`src/rtl/sibd_pkg.sv`:
```
// Shared constants, types and the digit-to-ASCII function for the
// signed integer to base digits block. No dependencies.
`default_nettype none

package sibd_pkg;

	localparam int VALUE_BITS_DEF = 32;
	localparam int RADIX_W        = 5;
	localparam int DIGIT_W        = 4;
	localparam int CHAR_W         = 8;

	localparam logic [RADIX_W-1:0] RADIX_RESET = 5'd10;
	localparam logic [RADIX_W-1:0] RADIX_MIN   = 5'd2;
	localparam logic [RADIX_W-1:0] RADIX_MAX   = 5'd16;

	localparam logic [DIGIT_W-1:0] DIGIT_TEN  = 4'd10;
	localparam logic [CHAR_W-1:0]  CHAR_ZERO  = 8'h30;
	localparam logic [CHAR_W-1:0]  CHAR_ALPHA = 8'h37;  // 'A' - 10
	localparam logic [CHAR_W-1:0]  CHAR_MINUS = 8'h2D;

	typedef struct packed {
		logic load;
		logic run;
	} div_ctl_t;

	typedef struct packed {
		logic               done;
		logic               nonzero;
		logic [DIGIT_W-1:0] digit;
	} div_sts_t;

	function automatic logic [CHAR_W-1:0] digit_char(input logic [DIGIT_W-1:0] d);
		logic [CHAR_W-1:0] base;
		base = (d < DIGIT_TEN) ? CHAR_ZERO : CHAR_ALPHA;
		return base + CHAR_W'(d);
	endfunction

endpackage

`default_nettype wire

```
`src/rtl/sibd_in_if.sv`:
```
// Input channel: valid/ready handshake carrying one signed value per request.
// Depends on sibd_pkg for the default width.
`default_nettype none

interface sibd_in_if #(
	parameter int VALUE_BITS = sibd_pkg::VALUE_BITS_DEF
);
	logic                         valid;
	logic                         ready;
	logic signed [VALUE_BITS-1:0] value;

	modport source (output valid, output value, input ready);
	modport sink   (input valid, input value, output ready);
endinterface

`default_nettype wire

```
`src/rtl/sibd_out_if.sv`:
```
// Output channel: valid/ready handshake carrying one ASCII character per request.
// Depends on sibd_pkg for the character width.
`default_nettype none

interface sibd_out_if;
	logic                          valid;
	logic                          ready;
	logic [sibd_pkg::CHAR_W-1:0]   char_code;
	logic                          last_char;

	modport source (output valid, output char_code, output last_char, input ready);
	modport sink   (input valid, input char_code, input last_char, output ready);
endinterface

`default_nettype wire

```
`src/rtl/sibd_div.sv`:
```
// Bit-serial restoring divider by the radix: one quotient bit per cycle,
// a digit once all VALUE_BITS bits are shifted through, quotient kept in place for the next digit.
// Depends on sibd_pkg.
`default_nettype none

module sibd_div #(
	parameter int VALUE_BITS = sibd_pkg::VALUE_BITS_DEF
) (
	input  logic                          clk,
	input  logic                          arst_n,
	input  sibd_pkg::div_ctl_t            ctl,
	input  logic [VALUE_BITS-1:0]         load_val,
	input  logic [sibd_pkg::RADIX_W-1:0]  radix,
	output sibd_pkg::div_sts_t            sts
);
	import sibd_pkg::*;

	localparam int CNT_W = $clog2(VALUE_BITS);
	localparam logic [CNT_W-1:0] CNT_LAST = CNT_W'(VALUE_BITS - 1);

	logic [VALUE_BITS-1:0] quo_q;
	logic [DIGIT_W-1:0]    rem_q;
	logic [CNT_W-1:0]      cnt_q;
	logic                  nz_q;

	logic [RADIX_W-1:0] trial;
	logic [RADIX_W-1:0] diff;
	logic               ge;
	logic [DIGIT_W-1:0] rem_nxt;
	logic               last_bit;

	assign trial    = {rem_q, quo_q[VALUE_BITS-1]};
	assign ge       = (trial >= radix);
	assign diff     = ge ? (trial - radix) : trial;
	assign rem_nxt  = diff[DIGIT_W-1:0];
	assign last_bit = (cnt_q == CNT_LAST);

	assign sts.done    = ctl.run && last_bit;
	assign sts.nonzero = nz_q | ge;
	assign sts.digit   = rem_nxt;

	always_ff @(posedge clk or negedge arst_n) begin
		if (!arst_n) begin
			cnt_q <= '0;
			nz_q  <= 1'b0;
		end else if (ctl.load) begin
			cnt_q <= '0;
			nz_q  <= 1'b0;
		end else if (ctl.run) begin
			if (last_bit) begin
				cnt_q <= '0;
				nz_q  <= 1'b0;
			end else begin
				cnt_q <= cnt_q + 1'b1;
				nz_q  <= nz_q | ge;
			end
		end
	end

	always_ff @(posedge clk) begin
		if (ctl.load) begin
			quo_q <= load_val;
			rem_q <= '0;
		end else if (ctl.run) begin
			quo_q <= {quo_q[VALUE_BITS-2:0], ge};
			rem_q <= last_bit ? '0 : rem_nxt;
		end
	end

endmodule

`default_nettype wire

```
`src/rtl/signed_integer_to_base_digits.sv`:
```
// Top level: signed integer to ASCII text in a radix of 2 to 16.
// Depends on sibd_pkg, sibd_in_if, sibd_out_if and sibd_div.
//
// Usage:
//   din  : one signed VALUE_BITS value per request (valid/ready).
//   dout : one ASCII character per request, most significant first; a negative
//          value starts with '-'; last_char marks the final character.
//   cfg  : cfg_we/cfg_wdata write the radix (reset 10); 0..1 act as 2 and
//          17..31 as 16. Write only while idle.
// Timing: each digit is produced by a bit-serial divider over all VALUE_BITS bits,
//   the digits of a value one after another, then one character per cycle while
//   dout is ready.
//   Digits are held in a LIFO shift register of VALUE_BITS 4-bit entries until sent.
// One value is handled at a time; din.ready is high only when idle, which
//   starts at the edge where the last character is taken. A stalled dout
//   holds the character and pauses emission.
// Reset: asynchronous, clears control state and sets the radix to 10.
`default_nettype none

module signed_integer_to_base_digits #(
	parameter int VALUE_BITS = sibd_pkg::VALUE_BITS_DEF
) (
	input  logic                          clk,
	input  logic                          arst_n,
	sibd_in_if.sink                       din,
	sibd_out_if.source                    dout,
	input  logic                          cfg_we,
	input  logic [sibd_pkg::RADIX_W-1:0]  cfg_wdata
);
	import sibd_pkg::*;

	localparam int NDIG_W  = $clog2(VALUE_BITS + 1);
	localparam int STACK_W = VALUE_BITS * DIGIT_W;

	typedef enum logic [2:0] {
		ST_IDLE = 3'b001,
		ST_DIV  = 3'b010,
		ST_EMIT = 3'b100
	} state_t;

	state_t              state_q;
	logic [RADIX_W-1:0]  radix_q;
	logic [RADIX_W-1:0]  radix_eff;
	logic                neg_q;
	logic [NDIG_W-1:0]   ndig_q;
	logic [STACK_W-1:0]  stack_q;
	logic                out_valid_q;
	logic [CHAR_W-1:0]   out_char_q;
	logic                out_last_q;

	logic [VALUE_BITS-1:0] raw;
	logic [VALUE_BITS-1:0] mag;
	logic                  emit_load;
	logic                  pop;
	div_ctl_t              div_ctl;
	div_sts_t              div_sts;

	assign radix_eff = (radix_q < RADIX_MIN) ? RADIX_MIN :
	                   (radix_q > RADIX_MAX) ? RADIX_MAX : radix_q;

	assign raw = din.value;
	assign mag = raw[VALUE_BITS-1] ? VALUE_BITS'(~raw + 1'b1) : raw;

	assign din.ready      = (state_q == ST_IDLE);
	assign dout.valid     = out_valid_q;
	assign dout.char_code = out_char_q;
	assign dout.last_char = out_last_q;

	assign emit_load = (state_q == ST_EMIT) && (!out_valid_q || dout.ready);
	assign pop       = emit_load && !neg_q && (ndig_q != '0);

	assign div_ctl.load = din.valid && din.ready;
	assign div_ctl.run  = (state_q == ST_DIV);

	sibd_div #(
		.VALUE_BITS (VALUE_BITS)
	) u_div (
		.clk      (clk),
		.arst_n   (arst_n),
		.ctl      (div_ctl),
		.load_val (mag),
		.radix    (radix_eff),
		.sts      (div_sts)
	);

	always_ff @(posedge clk or negedge arst_n) begin
		if (!arst_n) begin
			state_q     <= ST_IDLE;
			radix_q     <= RADIX_RESET;
			neg_q       <= 1'b0;
			ndig_q      <= '0;
			out_valid_q <= 1'b0;
		end else begin
			if (cfg_we) begin
				radix_q <= cfg_wdata;
			end
			if (emit_load && (neg_q || (ndig_q != '0))) begin
				out_valid_q <= 1'b1;
			end else if (dout.ready) begin
				out_valid_q <= 1'b0;
			end
			case (state_q)
				ST_IDLE: begin
					if (din.valid) begin
						neg_q   <= raw[VALUE_BITS-1];
						ndig_q  <= '0;
						state_q <= ST_DIV;
					end
				end
				ST_DIV: begin
					if (div_sts.done) begin
						ndig_q <= ndig_q + 1'b1;
						if (!div_sts.nonzero) begin
							state_q <= ST_EMIT;
						end
					end
				end
				ST_EMIT: begin
					if (emit_load) begin
						if (neg_q) begin
							neg_q <= 1'b0;
						end else if (ndig_q != '0) begin
							ndig_q <= ndig_q - 1'b1;
						end else begin
							state_q <= ST_IDLE;
						end
					end
				end
				default: begin
					state_q <= ST_IDLE;
				end
			endcase
		end
	end

	// digit LIFO: push at the low end, most significant digit ends on top
	always_ff @(posedge clk) begin
		if ((state_q == ST_DIV) && div_sts.done) begin
			stack_q <= {stack_q[STACK_W-DIGIT_W-1:0], div_sts.digit};
		end else if (pop) begin
			stack_q <= {DIGIT_W'(0), stack_q[STACK_W-1:DIGIT_W]};
		end
		if (emit_load && neg_q) begin
			out_char_q <= CHAR_MINUS;
			out_last_q <= 1'b0;
		end else if (pop) begin
			out_char_q <= digit_char(stack_q[DIGIT_W-1:0]);
			out_last_q <= (ndig_q == NDIG_W'(1));
		end
	end

	a_push_count: assert property (@(posedge clk) disable iff (!arst_n)
		(state_q == ST_DIV && div_sts.done) |=> (ndig_q == $past(ndig_q) + 1'b1))
		else $error("digit count did not advance on digit push");

	a_ndig_bound: assert property (@(posedge clk) disable iff (!arst_n)
		ndig_q <= NDIG_W'(VALUE_BITS))
		else $error("digit count beyond value width");

	a_last_flag: assert property (@(posedge clk) disable iff (!arst_n)
		(pop && ndig_q == NDIG_W'(1)) |=> (dout.valid && dout.last_char))
		else $error("final digit not flagged as last");

	a_minus_not_last: assert property (@(posedge clk) disable iff (!arst_n)
		(dout.valid && dout.char_code == CHAR_MINUS) |-> !dout.last_char)
		else $error("sign character flagged as last");

endmodule

`default_nettype wire

```
`src/flat_wrapper.sv`:
```
// flat-port wrapper written by rule: the top's interface ports become plain ports
module signed_integer_to_base_digits_flat import sibd_pkg::*;
#(
	parameter int VALUE_BITS = sibd_pkg::VALUE_BITS_DEF
)
  (clk, arst_n, cfg_we, cfg_wdata, din_valid, din_value, din_ready, dout_valid, dout_char_code, dout_last_char, dout_ready);
  sibd_in_if #(.VALUE_BITS(VALUE_BITS)) din_i ();
  sibd_out_if dout_i ();
  input  logic clk;
  input  logic arst_n;
  input  logic cfg_we;
  input  logic [sibd_pkg::RADIX_W-1:0] cfg_wdata;
  input wire logic [$bits(din_i.valid)-1:0] din_valid;
  input wire logic [$bits(din_i.value)-1:0] din_value;
  output wire logic [$bits(din_i.ready)-1:0] din_ready;
  output wire logic [$bits(dout_i.valid)-1:0] dout_valid;
  output wire logic [$bits(dout_i.char_code)-1:0] dout_char_code;
  output wire logic [$bits(dout_i.last_char)-1:0] dout_last_char;
  input wire logic [$bits(dout_i.ready)-1:0] dout_ready;
  assign din_i.valid = din_valid;
  assign din_i.value = din_value;
  assign din_ready = din_i.ready;
  assign dout_valid = dout_i.valid;
  assign dout_char_code = dout_i.char_code;
  assign dout_last_char = dout_i.last_char;
  assign dout_i.ready = dout_ready;
  signed_integer_to_base_digits #(.VALUE_BITS(VALUE_BITS)) u_core (.clk(clk), .arst_n(arst_n), .din(din_i), .dout(dout_i), .cfg_we(cfg_we), .cfg_wdata(cfg_wdata));
endmodule
```
`config.mk`:
```
export PLATFORM = sky130hd
export DESIGN_NAME = signed_integer_to_base_digits_flat
export DESIGN_NICKNAME = d
export VERILOG_FILES = /design/src/rtl/sibd_pkg.sv /design/src/rtl/sibd_in_if.sv /design/src/rtl/sibd_out_if.sv /design/src/rtl/sibd_div.sv /design/src/rtl/signed_integer_to_base_digits.sv /design/src/flat_wrapper.sv
export SDC_FILE = /design/constraint.sdc
export NUM_CORES = 1
export LEC_CHECK = 0
export ABC_AREA = 0
export BUFFER_PORTS_ARGS = -buffer_cell sky130_fd_sc_hd__buf_2
export CORE_ASPECT_RATIO = 0.5
export CORE_MARGIN = 5
export CORE_UTILIZATION = 61
export CTS_CLUSTER_SIZE = 20
export DETAILED_ROUTE_END_ITERATION = 10
export PLACE_DENSITY = 0.86
export SYNTH_ARGS = -nofsm -noshare
export SYNTH_HDL_FRONTEND = slang
export SYNTH_SLANG_ARGS = --single-unit
```
`constraint.sdc`:
```
create_clock -name clk -period 6 [get_ports clk]
set_input_delay 0.6 -clock clk [delete_from_list [all_inputs] [get_ports clk]]
set_output_delay 0.6 -clock clk [all_outputs]
set_load 0.01 [all_outputs]
```
==> results by group <==
Outcome
  • Status: completed

Power and ir drop
  • P per Cell Area: around 370 nW/um2
  • Peak supply drop: roughly 0.22 mV
  • Leakage power total: ~4.2 nW

Job
  • Maxcap violations: 0

CTS
  • Clock Tree Root: clkbuf_16
  • H-tree depth: 4
  • Post-CTS Setup Inserts: 0
  • Register clock-pin slew on the reported worst setup and hold paths: roughly 70 ps
  • CTS tree: done
  • Worst-skew pair later-pin latency: ~430 ps
  • Clock sink count: between 150 and 200
  • Cts hold-fix bufs: 0
  • CTS max path bufs: 2
  • Num CTS Buffers: 17
  • Post-CTS sizing: 0

Timing
  • Tcrit/Tclk final: 58.3%
  • Final clock skew: 10.9 ps
  • Relative slew slack: a little over a fifth
  • Peak Freq: between 0.2 and 0.3 GHz
  • Pins Over Slew Limit: 0
  • TNS Setup: 0 ps
  • Slew @ Worst Pin: approximately 1200 ps
  • Endpoints failing setup: 0
  • RSZ-0062 raised after global routing: false
  • Final setup margin: around 2500 ps
  • Endpoints failing hold: 0
  • Final min period: between 3000 and 4000 ps

Yosys
  • Post-synthesis cell count: between 900 and 1,000
  • Flop and latch count out of synthesis: roughly 190
  • Syn_area_per_cell: around 9.7 um2
  • EDFF count, synth: 160
  • Synthesis Warnings: 0
  • Sequential fraction of the synthesis area: about three fifths
  • Top FF cell, synth: edfxtp_1
  • Synth cell types: about 70
  • Area of the mapped netlist: 9530 um2
  • Post-synthesis async set-or-reset flop share: between 10% and 20%
  • Mapped Nets: 1,036

Layout
  • Net count reported at finish: between 1,000 and 1,500
  • Most common cell after layout, fill and taps aside: nand2_1
  • Area Growth Syn to Fin: 9.15%
  • Ant diodes: 0
  • Fillers: about 1,100
  • Layout cells sized above 1: 11.0%
  • Most frequent cells in the layout: nand2_1 (436), edfxtp_1 (160), o21ai_0 (57), buf_2 (51), xor2_1 (24)

Route
  • DRC viols: 0
  • Vias/cell: about 5.7
  • Final wirelength: between 15,000 and 20,000 um
  • DR vias: 6,954
  • Detailed-route wire length per cell: 15.2 um
  • 1st-iter DRT viols: roughly 700
  • Number of routed nets with antenna violations: 0
  • Drt pass-1 iters: 6

Worst setup path
  • Worst r2r path cells: 5
  • Endpoint class of the critical path: flip-flop
  • R2r setup slk: 2500 ps
  • Crit path max fanout: 84
  • WP data arrival: ~3600 ps
  • Setup CP Type: reg2reg
  • Critical path launch point type: flip-flop
  • RR Endpoint: u_core.stack_q[114]$_DFFE_PP_
  • Critical path required time: between 6000 and 7000 ps
  • R2r startpoint: u_core.state_q[2]$_DFFE_PN0P_

GRT
  • Grt total ovfl: 0
  • Largest net degree at the start of global routing: approximately 130
  • Initial antenna violation count: 0
  • Total Routing Usage GR: just over 20%
  • Vias in the first global route: about 6,600
  • First-pass GRT wire length: about 31,000 um

Die
  • Die Y: roughly 100 um
  • Row count: 32
  • Core Area: ~15,000 um2
  • Die X: between 150 and 200 um
  • Die area: 18,400 um2
  • IO Count: between 50 and 60
  • Initial Util: between 60 and 70%

Hold path
  • Hold Crit Class: in2async

Place
  • Placer congestion estimate: between 0.8 and 0.9
  • Pre-CTS setup slack: about 2600 ps
  • Detail Placement HPWL: roughly 11,000 um
  • Port bufs: approximately 50
[power by group]
part | internal [mW] | switching, mW
sequential | 1.76 | 0.135
combinational | 0.296 | 0.565
clock | 0.539 | 0.519
total | 2.60 | 1.22
[synthesized netlist by cell type, drive strengths merged, types with 3 or more instances]
master  instances  area, um2
o311ai          5       43.8
a221oi          3       26.3
dfrtp          19        475
ha             14        175
a211o           3       26.3
dfxtp          12        240
edfxtp        160       4800
o31ai          11       82.6
o41ai           4       35.0
nand2b          5       31.3
a21oi          16       91.3
a211oi          3       27.5
nor2b          10       62.6
and3            6       37.5
nor3b           6       50.1
inv            15       56.3
clkbuf         34        128
nand4b          3       26.3
mux2            6       67.6
nor4            8       96.3
o211ai          3       22.5
o21ai          64        320
nand3           8       40.0
xor2           24        210
nor2           23       86.3
buf            17       91.3
nand4           7       43.8
or3b            4       35.0
nand2         438       1640
dfstp           3       78.8
nor3            9       50.1
[worst max-delay path, cell delays in order, from the launching register on]
cell	delay, ps
dfrtp_1	540
or3b_1	580
nor2_1	250
nand2_1	250
nand2_4	840
buf_4	640
[cell type report]
class                   count  area (um2)  area share (%)
repair buffers             54         278            2.67
multi-input cells         718        3680            35.4
clock buffers              19         433            4.16
flip-flops and latches    194        5600            53.8
inverters                  15        56.3           0.541
well taps                 204         255            2.45
clock inverters            13         103           0.986
[layer usage]
metal  part of all wire, %  up-vias  global-route usage [%]
met2                    49      225                    34.2
met4                   1.4        0                    5.45
met3                   5.5       30                    4.39
met5                     0        -                       0
met1                    45     3298                    27.4
li1                      -     3401                       -
[how the worst max path moves through the flow]
stage                                              from                             to  slack (ps)  cells after the start
final                     u_core.state_q[2]$_DFFE_PN0P_  u_core.stack_q[114]$_DFFE_PP_        2500                      5
after global routing      u_core.state_q[1]$_DFFE_PN0P_  u_core.stack_q[114]$_DFFE_PP_        2300                      4
after detailed placement  u_core.state_q[2]$_DFFE_PN0P_  u_core.stack_q[116]$_DFFE_PP_        2550                      5
after CTS                 u_core.state_q[2]$_DFFE_PN0P_  u_core.stack_q[114]$_DFFE_PP_        2530                      5
after floorplan            u_core.ndig_q[2]$_DFFE_PN0P_   u_core.ndig_q[0]$_DFFE_PN0P_        1200                      6
after global placement    u_core.state_q[2]$_DFFE_PN0P_  u_core.stack_q[112]$_DFFE_PP_        2660                      5
[through the flow]
step	utilization [%]	hold WS (ps)	cell area [um2]	total power [mW]	cells
after floorplan	-	304	9530	2.52	978
after global placement	64.2	458	9870	2.70	1185
after detailed placement	64.2	454	9870	2.75	1185
after CTS	67.7	128	10400	3.82	1217
after global routing	67.7	163	10400	4.00	1217
final	67.7	133	10400	3.82	1217
[cell families after synthesis]
group	count (synthesis)	share of synthesized area, %
flops	194	58.7
fa+ha+maj	16	2.26
compound gates	131	8.88
buf+inv	66	2.89
xor+xnor	26	2.39
other cells	1	0.0393
simple gates	536	23.9
mux	8	0.919
[sequential cells by signal, indices dropped and copies added (netlist names)]
name,cells
u_core.u_div.nz_q,1
u_core.dout.last_char,1
u_core.u_div.rem_q,4
u_core.neg_q,1
u_core.stack_q,128
u_core.radix_q,5
u_core.state_q,3
u_core.ndig_q,6
u_core.u_div.quo_q,32
u_core.dout.char_code,7
u_core.u_div.cnt_q,5
u_core.dout.valid,1
Power figures use the tool's default switching activity.
